[src/rtl/core/wrs_pkg.sv]
// Shared widths, request/status codes and types for the weighted random selector.
// No dependencies; used by every module in rtl/core.
package wrs_pkg;

    localparam int MAX_ENTRIES_DEF = 16;

    localparam int W_W     = 16;   // weight width
    localparam int R_W     = 31;   // random value width
    localparam int SUM_W   = 20;   // weight sum width, wraps
    localparam int TOT_W   = SUM_W + 1; // running total: reduced value plus one weight
    localparam int IDX_W   = 4;    // selected index width
    localparam int ST_W    = 2;    // status width
    localparam int DCNT_W  = $clog2(R_W + 1);

    localparam logic REQ_APPEND = 1'b0;
    localparam logic REQ_SELECT = 1'b1;

    localparam logic [ST_W-1:0] ST_OK    = 2'd0;
    localparam logic [ST_W-1:0] ST_EMPTY = 2'd1;
    localparam logic [ST_W-1:0] ST_FULL  = 2'd2;

    // divider status back to the controller
    typedef struct packed {
        logic             done;
        logic [SUM_W-1:0] rem;
    } t_div_stat;

endpackage

[src/rtl/core/weighted_random_selector.sv]
// Weighted random selector: weight table in a synchronous RAM, sum/count registers,
// a serial remainder unit and a table walk. Depends on wrs_pkg, wrs_wmem, wrs_div.
//
// Usage:
//   Request channel i_valid/o_ready carries i_req_type, i_weight_value, i_random_value.
//   Append (REQ_APPEND) stores a weight at the end of the table and adds it to
//   the 20-bit running sum; a full table drops the weight and reports ST_FULL.
//   Select (REQ_SELECT) reduces i_random_value modulo the weight sum (modulo the
//   entry count when the sum is zero) and returns the first index whose running
//   total exceeds it, else index 0. Empty table reports ST_EMPTY.
//   Result channel o_valid/i_ready carries o_selected_index, o_status; one result
//   per request, in order.
// Sequence:
//   Append, and select on an empty table: the result goes to the finish state, then
//   loads the output register. Select otherwise: the one-bit-per-cycle remainder
//   unit runs over all R_W dividend bits and hands its remainder to the walk, which
//   does one registered RAM read per entry walked, then the result loads the output
//   register. One request is in flight at a time; o_ready is high only when idle.
// Reset (synchronous, active low) empties the table and clears the sum.
// Stalls: the output register holds a result while i_ready is low; a new request
// may be accepted meanwhile, and its result waits in the finish state.
module weighted_random_selector #(
    parameter int MAX_ENTRIES = wrs_pkg::MAX_ENTRIES_DEF
) (
    input  logic                      i_clk,
    input  logic                      i_rst_n,
    input  logic                      i_valid,
    output logic                      o_ready,
    input  logic                      i_req_type,
    input  logic [wrs_pkg::W_W-1:0]   i_weight_value,
    input  logic [wrs_pkg::R_W-1:0]   i_random_value,
    output logic                      o_valid,
    input  logic                      i_ready,
    output logic [wrs_pkg::IDX_W-1:0] o_selected_index,
    output logic [wrs_pkg::ST_W-1:0]  o_status
);
    import wrs_pkg::*;

    localparam int AW = $clog2(MAX_ENTRIES);       // table address
    localparam int CW = $clog2(MAX_ENTRIES + 1);   // entry count

    localparam logic [1:0] S_IDLE = 2'd0;
    localparam logic [1:0] S_DIV  = 2'd1;
    localparam logic [1:0] S_WALK = 2'd2;
    localparam logic [1:0] S_FIN  = 2'd3;

    logic [1:0]       r_state, n_state;
    logic [CW-1:0]    r_count, n_count;
    logic [SUM_W-1:0] r_sum, n_sum;

    // walk pipeline
    logic [CW-1:0]    r_rd_idx, n_rd_idx;
    logic             r_pend, n_pend;
    logic [AW-1:0]    r_pend_idx, n_pend_idx;
    logic [TOT_W-1:0] r_total, n_total;
    logic [SUM_W-1:0] r_red, n_red;

    // pending result and output register
    logic [AW-1:0]    r_res_idx, n_res_idx;
    logic [ST_W-1:0]  r_res_st, n_res_st;
    logic             r_out_valid;
    logic [IDX_W-1:0] r_out_idx;
    logic [ST_W-1:0]  r_out_st;

    logic             accept;
    logic             out_load;
    logic             rd_issue;
    logic             mem_we;
    logic [W_W-1:0]   rdata;
    logic [TOT_W-1:0] walk_sum;
    logic [AW+IDX_W-1:0] res_idx_ext;
    logic             div_start;
    logic [SUM_W-1:0] div_divisor;
    t_div_stat        div_stat;

    assign accept   = i_valid && o_ready;
    assign o_ready  = (r_state == S_IDLE);
    assign out_load = (r_state == S_FIN) && (!r_out_valid || i_ready);
    assign rd_issue = (r_state == S_WALK) && (r_rd_idx < r_count);
    assign mem_we   = accept && (i_req_type == REQ_APPEND)
                      && (r_count < CW'(MAX_ENTRIES));
    assign walk_sum = r_total + {{(TOT_W-W_W){1'b0}}, rdata};

    // zero sum: reduce modulo the entry count instead
    assign div_start   = accept && (i_req_type == REQ_SELECT) && (r_count != '0);
    assign div_divisor = (r_sum != '0) ? r_sum : {{(SUM_W-CW){1'b0}}, r_count};

    // index keeps its low bits only
    assign res_idx_ext = {{IDX_W{1'b0}}, r_res_idx};

    wrs_wmem #(
        .DEPTH (MAX_ENTRIES),
        .AW    (AW)
    ) u_wmem (
        .i_clk   (i_clk),
        .i_we    (mem_we),
        .i_waddr (r_count[AW-1:0]),
        .i_wdata (i_weight_value),
        .i_re    (rd_issue),
        .i_raddr (r_rd_idx[AW-1:0]),
        .o_rdata (rdata)
    );

    wrs_div u_div (
        .i_clk      (i_clk),
        .i_rst_n    (i_rst_n),
        .i_start    (div_start),
        .i_dividend (i_random_value),
        .i_divisor  (div_divisor),
        .o_stat     (div_stat)
    );

    always_comb begin
        n_state    = r_state;
        n_count    = r_count;
        n_sum      = r_sum;
        n_rd_idx   = r_rd_idx;
        n_pend     = 1'b0;
        n_pend_idx = r_rd_idx[AW-1:0];
        n_total    = r_total;
        n_red      = r_red;
        n_res_idx  = r_res_idx;
        n_res_st   = r_res_st;
        case (r_state)
            S_IDLE: begin
                if (accept) begin
                    n_res_idx = '0;
                    n_res_st  = ST_OK;
                    if (i_req_type == REQ_APPEND) begin
                        n_state = S_FIN;
                        if (mem_we) begin
                            n_count = r_count + CW'(1);
                            n_sum   = r_sum + {{(SUM_W-W_W){1'b0}}, i_weight_value};
                        end else begin
                            n_res_st = ST_FULL;
                        end
                    end else if (r_count == '0) begin
                        n_state  = S_FIN;
                        n_res_st = ST_EMPTY;
                    end else begin
                        n_state = S_DIV;
                    end
                end
            end
            S_DIV: begin
                if (div_stat.done) begin
                    n_red    = div_stat.rem;
                    n_total  = '0;
                    n_rd_idx = '0;
                    n_state  = S_WALK;
                end
            end
            S_WALK: begin
                n_pend = rd_issue;
                if (rd_issue) begin
                    n_rd_idx = r_rd_idx + CW'(1);
                end
                if (r_pend) begin
                    n_total = walk_sum;
                    if ({1'b0, r_red} < walk_sum) begin
                        n_res_idx = r_pend_idx;
                        n_state   = S_FIN;
                        n_pend    = 1'b0;
                    end else if (!rd_issue) begin
                        n_res_idx = '0;
                        n_state   = S_FIN;
                    end
                end
            end
            S_FIN: begin
                if (out_load) begin
                    n_state = S_IDLE;
                end
            end
            default: begin
                n_state = S_IDLE;
            end
        endcase
    end

    always_ff @(posedge i_clk) begin
        if (!i_rst_n) begin
            r_state     <= S_IDLE;
            r_count     <= '0;
            r_sum       <= '0;
            r_pend      <= 1'b0;
            r_out_valid <= 1'b0;
        end else begin
            r_state <= n_state;
            r_count <= n_count;
            r_sum   <= n_sum;
            r_pend  <= n_pend;
            if (out_load) begin
                r_out_valid <= 1'b1;
            end else if (i_ready) begin
                r_out_valid <= 1'b0;
            end
        end
    end

    always_ff @(posedge i_clk) begin
        r_rd_idx   <= n_rd_idx;
        r_pend_idx <= n_pend_idx;
        r_total    <= n_total;
        r_red      <= n_red;
        r_res_idx  <= n_res_idx;
        r_res_st   <= n_res_st;
        if (out_load) begin
            r_out_idx <= res_idx_ext[IDX_W-1:0];
            r_out_st  <= r_res_st;
        end
    end

    assign o_valid          = r_out_valid;
    assign o_selected_index = r_out_idx;
    assign o_status         = r_out_st;

`ifndef ASSERT_OFF
    a_count_bound: assert property (@(posedge i_clk) disable iff (!i_rst_n)
        r_count <= CW'(MAX_ENTRIES))
        else $error("entry count beyond table depth");

    a_walk_bound: assert property (@(posedge i_clk) disable iff (!i_rst_n)
        (r_state == S_WALK) |-> (r_rd_idx <= r_count))
        else $error("walk read index beyond entry count");

    a_pend_in_table: assert property (@(posedge i_clk) disable iff (!i_rst_n)
        r_pend |-> (CW'(r_pend_idx) < r_count))
        else $error("walk evaluates an unwritten entry");

    a_div_done_state: assert property (@(posedge i_clk) disable iff (!i_rst_n)
        div_stat.done |-> (r_state == S_DIV))
        else $error("remainder finished outside select");

    a_err_index_zero: assert property (@(posedge i_clk) disable iff (!i_rst_n)
        (o_valid && (o_status != ST_OK)) |-> (o_selected_index == '0))
        else $error("nonzero index on error status");
`endif

endmodule

[src/rtl/core/wrs_wmem.sv]
// Weight table storage: one write port, one read port, registered read data.
// Depends on wrs_pkg.
module wrs_wmem #(
    parameter int DEPTH = wrs_pkg::MAX_ENTRIES_DEF,
    parameter int AW    = $clog2(DEPTH)
) (
    input  logic                    i_clk,
    input  logic                    i_we,
    input  logic [AW-1:0]           i_waddr,
    input  logic [wrs_pkg::W_W-1:0] i_wdata,
    input  logic                    i_re,
    input  logic [AW-1:0]           i_raddr,
    output logic [wrs_pkg::W_W-1:0] o_rdata
);
    import wrs_pkg::*;

    logic [W_W-1:0] r_mem [DEPTH];
    logic [W_W-1:0] r_rdata;

    always_ff @(posedge i_clk) begin
        if (i_we) begin
            r_mem[i_waddr] <= i_wdata;
        end
    end

    always_ff @(posedge i_clk) begin
        if (i_re) begin
            r_rdata <= r_mem[i_raddr];
        end
    end

    assign o_rdata = r_rdata;

endmodule

[src/rtl/core/wrs_div.sv]
// Restoring remainder unit: one dividend bit per cycle, over all R_W dividend bits.
// Depends on wrs_pkg. Divisor must be nonzero.
module wrs_div (
    input  logic                      i_clk,
    input  logic                      i_rst_n,
    input  logic                      i_start,
    input  logic [wrs_pkg::R_W-1:0]   i_dividend,
    input  logic [wrs_pkg::SUM_W-1:0] i_divisor,
    output wrs_pkg::t_div_stat        o_stat
);
    import wrs_pkg::*;

    logic              r_busy, n_busy;
    logic              r_done, n_done;
    logic [DCNT_W-1:0] r_cnt, n_cnt;
    logic [TOT_W-1:0]  r_rem, n_rem;
    logic [R_W-1:0]    r_dvd, n_dvd;
    logic [TOT_W-1:0]  r_dsr, n_dsr;
    logic [TOT_W-1:0]  trial;

    always_comb begin
        n_busy = r_busy;
        n_done = 1'b0;
        n_cnt  = r_cnt;
        n_rem  = r_rem;
        n_dvd  = r_dvd;
        n_dsr  = r_dsr;
        trial  = {r_rem[SUM_W-1:0], r_dvd[R_W-1]};
        if (i_start) begin
            n_busy = 1'b1;
            n_cnt  = DCNT_W'(R_W);
            n_rem  = '0;
            n_dvd  = i_dividend;
            n_dsr  = {1'b0, i_divisor};
        end else if (r_busy) begin
            n_rem = (trial >= r_dsr) ? (trial - r_dsr) : trial;
            n_dvd = {r_dvd[R_W-2:0], 1'b0};
            n_cnt = r_cnt - DCNT_W'(1);
            if (r_cnt == DCNT_W'(1)) begin
                n_busy = 1'b0;
                n_done = 1'b1;
            end
        end
    end

    always_ff @(posedge i_clk) begin
        if (!i_rst_n) begin
            r_busy <= 1'b0;
            r_done <= 1'b0;
            r_cnt  <= '0;
        end else begin
            r_busy <= n_busy;
            r_done <= n_done;
            r_cnt  <= n_cnt;
        end
    end

    always_ff @(posedge i_clk) begin
        r_rem <= n_rem;
        r_dvd <= n_dvd;
        r_dsr <= n_dsr;
    end

    assign o_stat.done = r_done;
    assign o_stat.rem  = r_rem[SUM_W-1:0];

endmodule
[config.mk]
export PLATFORM = sky130hd
export DESIGN_NAME = weighted_random_selector
export DESIGN_NICKNAME = d
export VERILOG_FILES = /design/src/rtl/core/wrs_pkg.sv /design/src/rtl/core/weighted_random_selector.sv /design/src/rtl/core/wrs_wmem.sv /design/src/rtl/core/wrs_div.sv
export SDC_FILE = /design/constraint.sdc
export NUM_CORES = 1
export LEC_CHECK = 0
export ABC_AREA = 1
export BUFFER_PORTS_ARGS = -buffer_cell sky130_fd_sc_hd__buf_2
export CAP_MARGIN = 15
export CORE_ASPECT_RATIO = 1.5
export CORE_MARGIN = 2
export CORE_UTILIZATION = 28
export DETAILED_ROUTE_END_ITERATION = 7
export PLACE_DENSITY_LB_ADDON = 0.25
export SLEW_MARGIN = 20
export SYNTH_ARGS = -nofsm -noshare
export SYNTH_HDL_FRONTEND = slang
export SYNTH_HIERARCHICAL = 1
export SYNTH_SLANG_ARGS = --single-unit
[constraint.sdc]
create_clock -name i_clk -period 4.82 [get_ports i_clk]
set_clock_uncertainty 0.15 [all_clocks]
set_input_delay 0 -clock i_clk [delete_from_list [all_inputs] [get_ports i_clk]]
set_output_delay 0 -clock i_clk [all_outputs]
set_load 0.005 [all_outputs]
==> impl_results.md <==
* Status: completed
* Layout area overhead at 14.8%
* Total CTS buffers at 45
* CTS tree: yes
* WL/cell at 16.8 um
* Synth Flop Type: edfxtp_1
* First-pass GRT wire length at 90.5 mm
* Total Nets Final at 2607
* Area post-placement at 0.0234 sq mm
* Layout cells sized above 1 at 9.79%
* Req. time, crit path at 4930 ps
* Port Buffers at 59
* Post-synthesis sequential area ratio at 57.4%
* Sink Count at 441
* Yosys Warn Count at 6
* Mapped Area at 0.0220 sq mm
* Post-DRT Antenna Nets at 0
* Initial antenna violation count at 2
* Maximum number of pins on one net before global-route repair at 134
* Setup Viol. Count Final at 0
* DRC at 0
* Seq cells post-synth at 441
* Fmax achieved at 265 MHz
* PD cells at 476 mW/mm^2
* Dpl ws at 1060 ps
* Fin crit share at 78.4%
* Number of distinct library cells after synthesis at 55
* Via count at 15800
* Mapped Nets at 2513
* EDFF count, synth at 381
* Count leader, synth: nand2_1
* Number of DRC markers in iteration 0 at 924
* Average size of a mapped cell at 9.28 sq um
* RSZ-0062 raised after global routing: no
* Detailed placer's ending HPWL at 41.1 mm
* Fill count at 8002
* Vias per std cell at 4.47
* CP cell instances: ha_1, fa_1, inv_1, nor2_2, nor2_4, nor2_4, nor2_2, inv_1, a21oi_2, xor2_1, ha_1, nand2_1, nand2_1, nand2_1, nand2_1, nand2_1, nand2_1, nand2_1, nand2_1, nand2_1, nand3_1, nand3_4, nand2_1, nor2_1
* Maximum fanout along the worst path at 4
* Setup Total Neg Slack at 0 ps
* Setup Fix Bufs, Post-CTS at 0
* Detailed Route WL at 59.4 mm
* Min-Delay Path Class: input port to flop
* Synth top cells by count: nand2_1 (706), edfxtp_1 (381), inv_1 (370), nand3_1 (260), nor2_1 (118)
* Die Y at 348 um
* Site row count at 126
* Die outline width at 233 um
* Synth area leaders: edfxtp_1 (52%), nand2_1 (12%), inv_1 (6.3%), nand3_1 (5.9%), dfxtp_1 (5.4%)
* Crit path DAT at 3890 ps
* IO Pins at 60
* Slew @ Worst Pin at 1110 ps
* GRT Overall Usage at 14.7%
* Remaining global-route overflow at 0
* Final Hold Fails at 0
* Router iterations before antenna repair at 5
* Max stage delay cell, worst path: fa_1
* # H-tree levels at 2
* Total power at 12.0 mW
* RD Place Congestion at 0.886
* Setup ws final at 1040 ps
* Clk root buf: clkbuf_16
* Pleak at 11.0 nW
* Setup CP Type: flop to flop
* Core area at 0.0784 sq mm
* Worst-Skew Late Latency at 620 ps
* Startpoint types: flop
* Peak VDD IR at 0.272 mV
* Largest area contributor in the netlist: edfxtp_1
* Final min period at 3780 ps
* Clock-pin slew on the worst setup and hold paths at 60 ps
* Post-Synthesis Cells at 2374
* Clock Tree Buf Depth at 3
* Final instance area at 0.0253 sq mm
* Share of the synthesized area in the top cell type at 51.9%
* MaxCap Viol Count at 0
* Starting Density at 28.1%
* Max-slew violation count at 0
* Die Area at 0.0810 sq mm
* Number of global-route vias before repair at 15700
* Rel. slew slack at 26.0%
* Ys async rst share at 0%
* CP Capture Type: flop
* Cell repeated most along the worst path: nand2_1
* CP max stage delay at 410 ps
==> per-layer routing <==
layer  vias up  track usage, %  share of wire (%)
met5         -               0              0.019
met4         2            4.74                2.7
met3        81            1.94                3.1
met2       254            28.7                 55
met1      7548            16.0                 39
li1       7888               -                  -
==> power breakdown <==
group          leakage (nW)  switching (mW)  internal (mW)  total (mW)
combinational          6.37            2.62           1.27        3.89
clock                 0.670            1.55           1.81        3.36
sequential             3.95           0.221           4.57        4.79
total                  11.0            4.39           7.66        12.0
==> through the flow <==
step                      hold WS (ps)  utilization [%]  std cells
after floorplan                  -51.1                -       2374
after global placement             126             29.9       3394
after detailed placement           126             29.9       3394
after CTS                         23.9             32.3       3526
after global routing              42.2             32.3       3526
final                             52.7             32.3       3527
==> layout make-up <==
cell class | count | area [sq um] | area share [%]
diodes | 1 | 2.50 | 0.00989
clock buffers | 57 | 1180 | 4.67
clock inverters | 24 | 210 | 0.831
inverters | 387 | 1450 | 5.75
multi-input cells | 1454 | 7490 | 29.6
flip-flops and latches | 441 | 12600 | 50.0
well taps | 1024 | 1280 | 5.06
repair buffers | 139 | 1050 | 4.14
==> critical path: cells and delay by family, from the launching register on <==
family                   cells  cell delay (ps)
flip-flops                   1              370
AO/OA/AOI/OAI                1              140
AND/OR/NAND/NOR             17             1460
XOR/XNOR                     1              240
adder cells (fa/ha/maj)      3              950
buffers and inverters        2              160
==> placed cells by master (no fill, tap or decap), types with 23 or more instances in the layout <==
cell type	n
a21oi_1	71
buf_2	59
buf_4	27
clkbuf_16	45
dfxtp_1	60
dlygate4sd3_1	51
edfxtp_1	381
ha_1	84
inv_1	370
nand2_1	706
nand3_1	260
nor2_1	103
nor2_2	23
o21ai_0	40
==> sequential cells by signal, summed over array words and instances (netlist names) <==
| register | count |
|---|---|
| r_red | 20 |
| r_total | 21 |
| o_status | 2 |
| u_div/r_dsr | 20 |
| u_div/r_dvd | 31 |
| r_pend_idx | 4 |
| u_div/r_done | 1 |
| r_res_st | 2 |
| r_sum | 20 |
| u_wmem/r_mem | 256 |
| u_div/r_busy | 1 |
| r_count | 5 |
| u_div/r_cnt | 5 |
| o_selected_index | 4 |
| u_div/r_rem | 20 |
| r_state | 2 |
| o_valid | 1 |
| r_rd_idx | 5 |
| u_wmem/o_rdata | 16 |
| r_res_idx | 4 |
| r_pend | 1 |
==> repair_timing <==
item,in CTS,in global routing
hold endpoints to repair,322,0
setup endpoints to repair,0,0
hold buffers,51,0
resized for setup,0,0
==> logic make-up (layout without fill, tap and decap cells) <==
group | after synthesis | in the layout | synth area share (%)
xor+xnor | 40 | 40 | 1.66
simple gates | 1172 | 1172 | 23.0
buf+inv | 479 | 607 | 8.92
flops | 441 | 441 | 57.4
other cells | 0 | 1 | 0
compound gates | 155 | 155 | 3.99
fa+ha+maj | 87 | 87 | 5.04
==> worst paths after layout <==
path                            depth (start not counted)  slack [ps]              start        endpoint
worst min-delay path                                    4          50  i_random_value[0]  u_div/r_dvd[0]
worst min register to register                          0         280        r_res_st[0]     o_status[0]
worst max register to register                         24        1040         r_total[0]    r_res_idx[2]
worst max-delay path                                   24        1040         r_total[0]    r_res_idx[2]
(Power assumes the default switching activity.)
